<file path="src/rtl/assert_macros.svh">
// Assertion macros used by the plant-step controller.
// No dependencies; the including module must have clk and arst_n in scope.
`ifndef ASSERT_MACROS_SVH
`define ASSERT_MACROS_SVH

// Same-cycle implication, disabled while reset is asserted
`define ASSERT_IMPL(name, ante, cons, msg) \
	name: assert property (@(posedge clk) disable iff (!arst_n) (ante) |-> (cons)) \
		else $error(msg);

// Next-cycle implication, disabled while reset is asserted
`define ASSERT_NEXT(name, ante, cons, msg) \
	name: assert property (@(posedge clk) disable iff (!arst_n) (ante) |=> (cons)) \
		else $error(msg);

`endif

</file>
<file path="src/rtl/pmsm_pkg.sv">
// Package for the motor plant step: widths, fixed-point constants,
// step codes, command/status structs and the quarter-sine generator.
// No dependencies.
package pmsm_pkg;

	localparam int SINE_TABLE_BITS_DEF = 10;

	localparam int VOLT_W = 26;
	localparam int CUR_W  = 32;
	localparam int SPD_W  = 40;
	localparam int POS_W  = 48;
	localparam int TURN_W = 56;
	localparam int ACC_W  = 66;
	localparam int OPA_W  = 49;
	localparam int OPB_W  = 33;
	localparam int PP_W   = 58;
	localparam int TMP_W  = 58;
	localparam int IN_W   = 80;
	localparam int OUT_W  = 192;
	localparam int CFG_W  = 32;
	localparam int CFG_AW = 3;

	// Multiplier constants (all fit a 33-bit signed operand)
	localparam logic signed [OPB_W-1:0] K_TURN     = 33'sd2734261104;
	localparam logic signed [OPB_W-1:0] K_PARK     = 33'sd715831462;
	localparam logic signed [OPB_W-1:0] K_PLQ      = 33'sd246289;
	localparam logic signed [OPB_W-1:0] K_FLUX     = 33'sd3163512;
	localparam logic signed [OPB_W-1:0] K_RECIP_KA = 33'sd933926466;
	localparam logic signed [OPB_W-1:0] K_KB_KA    = 33'sd1068452006;
	localparam logic signed [OPB_W-1:0] K_TS_J     = 33'sd95325090;
	localparam logic signed [OPB_W-1:0] K_TS_JM    = 33'sd610080582;
	localparam logic signed [OPB_W-1:0] K_TS_JL    = 33'sd112977886;
	localparam logic signed [OPB_W-1:0] K_TS       = 33'sd6871948;
	localparam logic signed [OPB_W-1:0] K_HALF_TS  = 33'sd3435974;

	// Turn fractions in Q56
	localparam logic [TURN_W-1:0] TURN_THIRD   = 56'd24019198012642645;
	localparam logic [TURN_W-1:0] TURN_QUARTER = 56'd18014398509481984;

	// Configuration register reset values
	localparam logic [29:0] STIFF_RST = 30'd327680000;
	localparam logic [31:0] DAMP_RST  = 32'd858993;
	localparam logic [31:0] FRIC_RST  = 32'd4294967;

	typedef enum logic [CFG_AW-1:0] {
		CFG_TWO_MASS    = 3'd0,
		CFG_LOAD_TORQUE = 3'd1,
		CFG_STIFFNESS   = 3'd2,
		CFG_DAMPING     = 3'd3,
		CFG_FRICTION    = 3'd4
	} cfg_idx_t;

	// Phases within one datapath step
	localparam logic [1:0] PH_LO  = 2'd0;
	localparam logic [1:0] PH_HI  = 2'd1;
	localparam logic [1:0] PH_ACC = 2'd2;
	localparam logic [1:0] PH_WB  = 2'd3;

	// Datapath steps in issue order
	typedef enum logic [5:0] {
		ST_ANGLE, ST_SIN0, ST_SIN1, ST_SIN2, ST_SIN3, ST_SIN4, ST_SIN5,
		ST_PD0, ST_PD1, ST_PD2, ST_UD, ST_PQ0, ST_PQ1, ST_PQ2, ST_UQ,
		ST_XR, ST_IDE, ST_EMF, ST_IQE, ST_ID_DRV, ST_ID, ST_IQ_DRV, ST_IQ,
		ST_IA0, ST_IA1, ST_IB0, ST_IB1, ST_T0, ST_T1, ST_T2, ST_TE,
		ST_FR_HI, ST_FR_LO,
		ST_R_SPD, ST_R_POS,
		ST_E_MSPD, ST_E_MPOS, ST_E_LSPD, ST_E_LPOS,
		ST_SH_D_HI, ST_SH_D_LO, ST_SH_K_HI, ST_SH_K_LO
	} step_t;

	typedef struct packed {
		logic       load;
		logic       run;
		logic [1:0] phase;
		step_t      step;
		logic       finish;
	} cmd_t;

	typedef struct packed {
		logic two_mass;
	} stat_t;

	// sin(pi/2 * x) for x in Q30 [0,1], result Q30, evaluated at elaboration
	function automatic logic [30:0] qsine(input longint x);
		longint x2;
		longint p;
		x2 = (x * x) >>> 30;
		p = 61;
		p = -3864 + ((p * x2) >>> 30);
		p = 172272 + ((p * x2) >>> 30);
		p = -5026995 + ((p * x2) >>> 30);
		p = 85569306 + ((p * x2) >>> 30);
		p = -693598669 + ((p * x2) >>> 30);
		p = 1686629713 + ((p * x2) >>> 30);
		p = (p * x) >>> 30;
		if (p > (64'sd1 <<< 30)) p = 64'sd1 <<< 30;
		if (p < 0) p = 0;
		return p[30:0];
	endfunction

endpackage

</file>
<file path="src/rtl/pmsm_ctrl.sv">
// Controller of the motor plant step: accepts a word, sequences the
// datapath steps and owns the output valid. Depends on pmsm_pkg, assert_macros.svh.
`include "assert_macros.svh"

module pmsm_ctrl (
	input  logic            clk,
	input  logic            arst_n,
	input  logic            s_tvalid,
	output logic            s_tready,
	output logic            m_tvalid,
	input  logic            m_tready,
	input  pmsm_pkg::stat_t stat,
	output pmsm_pkg::cmd_t  cmd
);
	import pmsm_pkg::*;

	typedef enum logic [2:0] {
		S_IDLE = 3'b001,
		S_RUN  = 3'b010,
		S_DONE = 3'b100
	} state_t;

	state_t     state_q;
	step_t      step_q;
	step_t      step_next;
	logic [1:0] phase_q;
	logic       mvalid_q;
	logic       load;
	logic       finish;
	logic       last_step;

	assign s_tready = (state_q == S_IDLE);
	assign load     = s_tvalid && s_tready;
	assign finish   = (state_q == S_DONE) && (!mvalid_q || m_tready);
	assign m_tvalid = mvalid_q;

	// Branch into the mechanics of the selected mode
	always_comb begin
		case (step_q)
			ST_FR_LO: step_next = stat.two_mass ? ST_E_MSPD : ST_R_SPD;
			default:  step_next = step_t'(step_q + 6'd1);
		endcase
	end

	assign last_step = (step_q == ST_R_POS) || (step_q == ST_SH_K_LO);

	// Sequence states, steps and phases
	always_ff @(posedge clk or negedge arst_n) begin
		if (!arst_n) begin
			state_q <= S_IDLE;
			step_q  <= ST_ANGLE;
			phase_q <= PH_LO;
		end else begin
			case (state_q)
				S_IDLE: begin
					if (load) begin
						state_q <= S_RUN;
						step_q  <= ST_ANGLE;
						phase_q <= PH_LO;
					end
				end
				S_RUN: begin
					phase_q <= phase_q + 2'd1;
					if (phase_q == PH_WB) begin
						if (last_step) begin
							state_q <= S_DONE;
						end else begin
							step_q <= step_next;
						end
					end
				end
				S_DONE: begin
					if (finish) begin
						state_q <= S_IDLE;
					end
				end
				default: state_q <= S_IDLE;
			endcase
		end
	end

	// Output valid: set on finish, drop when taken
	always_ff @(posedge clk or negedge arst_n) begin
		if (!arst_n) begin
			mvalid_q <= 1'b0;
		end else if (finish) begin
			mvalid_q <= 1'b1;
		end else if (m_tready) begin
			mvalid_q <= 1'b0;
		end
	end

	assign cmd.load   = load;
	assign cmd.run    = (state_q == S_RUN);
	assign cmd.phase  = phase_q;
	assign cmd.step   = step_q;
	assign cmd.finish = finish;

	`ASSERT_NEXT(a_accept_start, load, state_q == S_RUN && step_q == ST_ANGLE && phase_q == PH_LO, "accepted word did not start at the angle step")
	`ASSERT_NEXT(a_step_hold, state_q == S_RUN && phase_q != PH_WB, step_q == $past(step_q), "step moved before its write-back phase")
	`ASSERT_NEXT(a_finish_valid, finish, mvalid_q, "finished word not presented")
	`ASSERT_IMPL(a_idle_phase, state_q == S_IDLE, phase_q == PH_LO, "phase not aligned while idle")

endmodule

</file>
<file path="config.mk">
export PLATFORM = sky130hd
export DESIGN_NAME = pmsm_ctrl
export DESIGN_NICKNAME = d
export VERILOG_FILES = /design/src/rtl/pmsm_pkg.sv /design/src/rtl/pmsm_ctrl.sv
export VERILOG_INCLUDE_DIRS = /design/src /design/src/rtl
export SDC_FILE = /design/constraint.sdc
export NUM_CORES = 1
export LEC_CHECK = 0
export ABC_AREA = 1
export BUFFER_PORTS_ARGS = -buffer_cell sky130_fd_sc_hd__buf_2
export CAP_MARGIN = 10
export CELL_PAD_IN_SITES_DETAIL_PLACEMENT = 0
export CELL_PAD_IN_SITES_GLOBAL_PLACEMENT = 1
export CORE_ASPECT_RATIO = 0.9
export CORE_MARGIN = 5
export CORE_UTILIZATION = 36
export CTS_CLUSTER_DIAMETER = 150
export CTS_CLUSTER_SIZE = 28
export DETAILED_ROUTE_END_ITERATION = 8
export GPL_ROUTABILITY_DRIVEN = 0
export GPL_TIMING_DRIVEN = 0
export PLACE_DENSITY_LB_ADDON = 0.1
export SETUP_SLACK_MARGIN = 0.4
export SKIP_CTS_REPAIR_TIMING = 1
export SLEW_MARGIN = 20
export SYNTH_ARGS = -nofsm -noshare
export SYNTH_HDL_FRONTEND = slang
export SYNTH_SLANG_ARGS = --single-unit
export TNS_END_PERCENT = 10
</file>
<file path="constraint.sdc">
create_clock -name clk -period 1.47 [get_ports clk]
set_input_delay 0.0735 -clock clk [delete_from_list [all_inputs] [get_ports clk]]
set_output_delay 0.0735 -clock clk [all_outputs]
set_load 0.01 [all_outputs]
</file>
---- After elaboration in Yosys (flattened, before gate mapping) ----
Index checks and enable logic that the tools add are counted.
operators by class
  add/sub/neg operators ................... 2
  equal/unequal tests ..................... 12
  muxes and demuxes ....................... 15
  reduce and logical (&&, ||, !) cells .... 10
operator list
  cell                                                                   count
  6-bit two-way mux                                                      4
  6-bit equality test, second input constant                             3
  3-bit two-way mux                                                      4
  6-bit one-hot mux with 2 select lines                                  1
  3-bit one-hot mux with 3 select lines                                  1
  4-bit AND reduction                                                    2
  6-bit by 1-bit adder with 6-bit output, second input constant          1
  2-bit by 1-bit != test with 1-bit output, second input constant        3
  2-bit two-way mux                                                      2
  2-bit != test, second input constant                                   2
  2-bit one-hot mux with 2 select lines                                  1
  2-bit nonzero test                                                     2
  3-bit by 1-bit equality test with 1-bit output, second input constant  1
  3-bit by 2-bit equality test with 1-bit output, second input constant  1
  3-bit equality test, second input constant                             1
  2-bit by 1-bit adder with 2-bit output, second input constant          1
  2-bit equality test, second input constant                             1
  1-bit logical AND                                                      2
  1-bit logical OR                                                       2
  1-bit two-way mux                                                      2
  2-bit AND reduction                                                    1
  1-bit zero test                                                        1
word-level totals
  flip-flop bits (word level) ............. 12
  input bits .............................. 5
  output and inout port bits .............. 13
  logic and storage cells ................. 43

---- Logic depth before layout (Yosys ltp) ----
  word-level depth ........................ 5
  gate-level depth with buffers ........... 11
  gate-level depth less buffers ........... 10

---- Worst setup path after synthesis ----
Ideal clock, no wire load.
  path type ............................... register to register
  from .................................... register step_q[0]
  to ...................................... register step_q[1]
  arrival time ............................ 1.275 ns
  required time ........................... 1.344 ns
  slack ................................... 0.069 ns
  cell stages (with the launch flop) ...... 12
  path buffers ............................ 1
  clock period less this slack ............ 1.401 ns
  cells stage by stage .................... dfrtp_1 -> inv_1 -> ha_1 -> inv_1 -> nor2_1 -> nand2_1 -> nand2_1 -> nand2_1 -> nand2_2 -> buf_6 -> nand2_1 -> o21ai_0
between the ends
  word-level cells in the longest chain between the ends .. 5
  elaborated cells between the ends (all ways) .. 11
ends and longest elaborated chain
  element                                                                               line                              source
  start: declaration                                                                    pmsm_ctrl.sv:24                   step_t step_q;
  start signal: assignment                                                              pmsm_ctrl.sv:68                   step_q <= step_next;
  6-bit by 1-bit adder with 6-bit output / 6-bit equality test (equally long branches)  pmsm_ctrl.sv:41, pmsm_ctrl.sv:39
  6-bit two-way mux                                                                     pmsm_ctrl.sv:39                   case (step_q)
  6-bit two-way mux                                                                     pmsm_ctrl.sv:65                   if (last_step) begin
  6-bit two-way mux                                                                     pmsm_ctrl.sv:64                   if (phase_q == PH_WB) begin
  6-bit one-hot mux with 2 select lines                                                 pmsm_ctrl.sv:54                   case (state_q)
Parallel ways exist; a longest one is shown, timed or not. The select of a mux whose other input is x is not followed.
A chain may end at the register's enable or synchronous reset.

---- Final worst setup path ----
  from .................................... register state_q[0]
  to ...................................... output cmd[10] in the netlist's numbering
between the ends
  word-level cells in the longest chain between the ends .. 2
ends and longest elaborated chain
  element                                         line             source
  start: declaration                              pmsm_ctrl.sv:23  state_t state_q;
  start signal: assignment                        pmsm_ctrl.sv:50  state_q <= S_IDLE;
  start signal: assignment                        pmsm_ctrl.sv:57  state_q <= S_RUN;
  start signal: assignment                        pmsm_ctrl.sv:66  state_q <= S_DONE;
  3-bit by 1-bit equality test with 1-bit output  pmsm_ctrl.sv:32  assign s_tready = (state_q == S_IDLE);
  1-bit logical AND                               pmsm_ctrl.sv:33  assign load = s_tvalid && s_tready;
  end: declaration                                pmsm_ctrl.sv:13  output pmsm_pkg::cmd_t cmd
Every way passes these cells.

==> flow_summary.yaml <==
cts:
  cts_tree: "done"
  clk_latency_ns: 0.27
  cts.sinks: 12
  cts_made_buffers: 3
  cts_root_buf: "clkbuf_4"
  clk_pin_slew_ns: 0.08
  htree_levels: 1
  cts_buffer_depth: 2
sta:
  rsz0062_at_grt: "yes"
  period_share_pct: 100.6
  post-route-min-period_ns: 1.478
  relSlewSlack_pct: 81.53
  tightest_slew_ns: 0.2770
  whs_ns: 0.01065
  setup-violations-final: 1
  drv_slew: 0
  setup_ws_ns: -0.008181
  hold_viol_final: 0
  fin_skew_ns: 0.004185
  max_freq_mhz: 676.5
synth:
  syn_inst: 102
  synth_top_flop_cell: "dfrtp_1"
  synth_sequential_area_ratio_pct: 39.25
  ys_warn_count: 0
  ys_types: 20
  avgSynthCellArea_um2: 7.532
  syn_nets: 111
  synth_area_um2: 768.2
  async_flop_share_pct: 100.0
  yosys_register_bits: 12
  synth_edf_count: 0
layout:
  mostFrequentLayoutCells: "nand2_1, buf_2, inv_1, nor2_1, dfrtp_1"
  syn_to_final_growth_pct: 26.71
  layout.area.seq_um2: 302.8
  nNetsFinal: 135
  fill_cells: 213
  num_antenna_cells: 0
  layout_commonest_cell: "nand2_1"
  drive_gt1_share_pct: 33.60
  stdcell_count: 150
  multi_input_area_um2: 400.4
critical_path:
  ff2ff_path_depth: 9
  path_cells: "inv_2 -> nor2_4 -> nand2_4 -> nor2_4 -> buf_6 -> buf_6"
  worst_path_largest_cell_delay_ns: 0.54
  r2r_slack_ns: 0.05
  start_kind: "flop"
  cp_max_fo: 4
  critPathBufInv: 3
  crit_slowest_cell: "dfstp_2"
  arrival_ns: 1.40
  cp.required_ns: 1.40
  crit_type: "flop to output port"
  critPathCaptureType: "output port"
  crit_family: "flip-flops"
  crit_cells: 6
routing:
  totalWireLength_mm: 1.630
  vias: 697
  drt_pass1_iterations: 3
  dr.first_iter.drc_count: 8
  wl_per_cell_um: 10.87
  drc: 0
  final_antenna_net_count: 0
  routed_via_density: 4.647
power_and_ir_drop:
  p_seq_share_pct: 54.5
  netSwitchingPower_w: 0.0001194
  power_frac_comb_pct: 2.5
  p_per_area_nw_per_um2: 622.1
  p_int_w: 0.0004861
  switching_share_pct: 19.72
  p_leak_nw: 0.5370
  p_clk_share_pct: 43.0
  vdd_drop_max_mv: 0.5925
  power_w: 0.0006055
floorplan:
  die_w_um: 58.70
  core-area_um2: 1971
  die_y_um: 53.83
  rows: 15
  ios: 18
  initial_utilization_pct: 38.98
  die-area_um2: 3159
run:
  drv_cap: 0
run_status:
  status: "finished with violations"
  violations: "setup timing"
global_route:
  grt_pass1_wl_mm: 2.587
  grt_pass1_vias: 595
  grt_usage_pct: 11.17
  grt_max_degree: 13
  antenna_found_initial: 0
  grt_overflow: 0
min_path:
  hp-class: "input port to flop"
  hold_depth: 2
place:
  dp.cells: 144
  place_hpwl_mm: 1.234
  port_buffers: 17
==> worst reg2reg max path, stage by stage, from the launching register on <==
cell     delay, ns
dfstp_2       0.54
inv_2         0.06
nor2_4        0.13
nand3_1       0.10
nand2_1       0.10
inv_1         0.06
nand2_2       0.09
buf_8         0.14
nand2_1       0.07
o21ai_2       0.05
==> metal layers <==
layer  global-route usage (%)  wire, µm  part of all wire (%)  up-vias
met5                        0         0                     0        -
met4                    2.264        12                  0.74        0
met3                    5.516       111                   6.8        2
met2                    17.29       755                    46       13
met1                    14.16       751                    46      318
li1                         -         -                     -      364
==> cells in the mapped netlist (2+ instances only) <==
| library cell | n | area [µm²] |
|---|---|---|
| buf_6 | 2 | 22.52 |
| buf_4 | 2 | 15.01 |
| dfrtp_1 | 11 | 275.3 |
| ha_1 | 4 | 50.05 |
| nand2_1 | 32 | 120.1 |
| nor2_1 | 11 | 41.29 |
| nor2_2 | 2 | 12.51 |
| nand3_1 | 8 | 40.04 |
| o21ai_0 | 4 | 20.02 |
| o21ai_2 | 4 | 35.03 |
| inv_1 | 12 | 45.04 |
| nand4_1 | 2 | 12.51 |
==> final timing paths <==
path / startpoint / endpoint
max: state_q[0] / cmd[10]
min: m_tready / m_tvalid
max reg2reg: state_q[0] / step_q[0]
min reg2reg: phase_q[1] / phase_q[1]
max in group asynchronous: arst_n / state_q[0]
min in group asynchronous: arst_n / step_q[4]
==> power by group through the flow <==
stage	Sequential [W]	Combinational [W]	Clock (W)
global route	0.000330	0.0000175	0.000301
detailed placement	0.000336	0.0000133	0
global placement	0.000336	0.0000132	0
floorplan	0.000336	0.000000791	0
CTS	0.000330	0.0000134	0.000275
finish	0.000330	0.0000153	0.000260
==> metrics by stage <==
stage / util (%) / setup WS (ns) / setup TNS, ns / cell area, µm²
finish: 49.40 / -0.008181 / -0.008181 / 973.4
CTS: 46.79 / -0.1126 / -0.1126 / 922.1
global placement: 44.95 / 0.08966 / 0 / 885.9
global route: 49.40 / -0.09596 / -0.5800 / 973.4
floorplan: - / 0.1539 / 0 / 769.5
detailed placement: 44.95 / 0.08432 / 0 / 885.9
==> registers in the layout, indices dropped and copies added, names as in the netlist <==
signal	flops
step_q	6
state_q	3
phase_q	2
m_tvalid	1
==> cells by family (layout without fill, tap and decap cells) <==
family / count (synthesis) / in the layout / share of synthesized area, %
AOI/OAI and AO/OA: 9 / 9 / 8.143
adders and majority gates: 4 / 4 / 6.515
xor gates and xnor gates: 2 / 2 / 2.281
buffers and inverters: 17 / 40 / 11.24
DFF: 12 / 12 / 39.25
and+or+nand+nor: 58 / 58 / 32.57
==> final cells by class <==
| cell class | count | area share (%) |
|---|---|---|
| multi-input combinational | 73 | 41.13 |
| inverter | 13 | 5.013 |
| clock buffer | 4 | 3.728 |
| tap | 25 | 3.213 |
| sequential | 12 | 31.11 |
| buffer | 4 | 4.627 |
| timing repair buffer | 19 | 11.18 |
No activity file was read; power rests on OpenSTA's default activity.
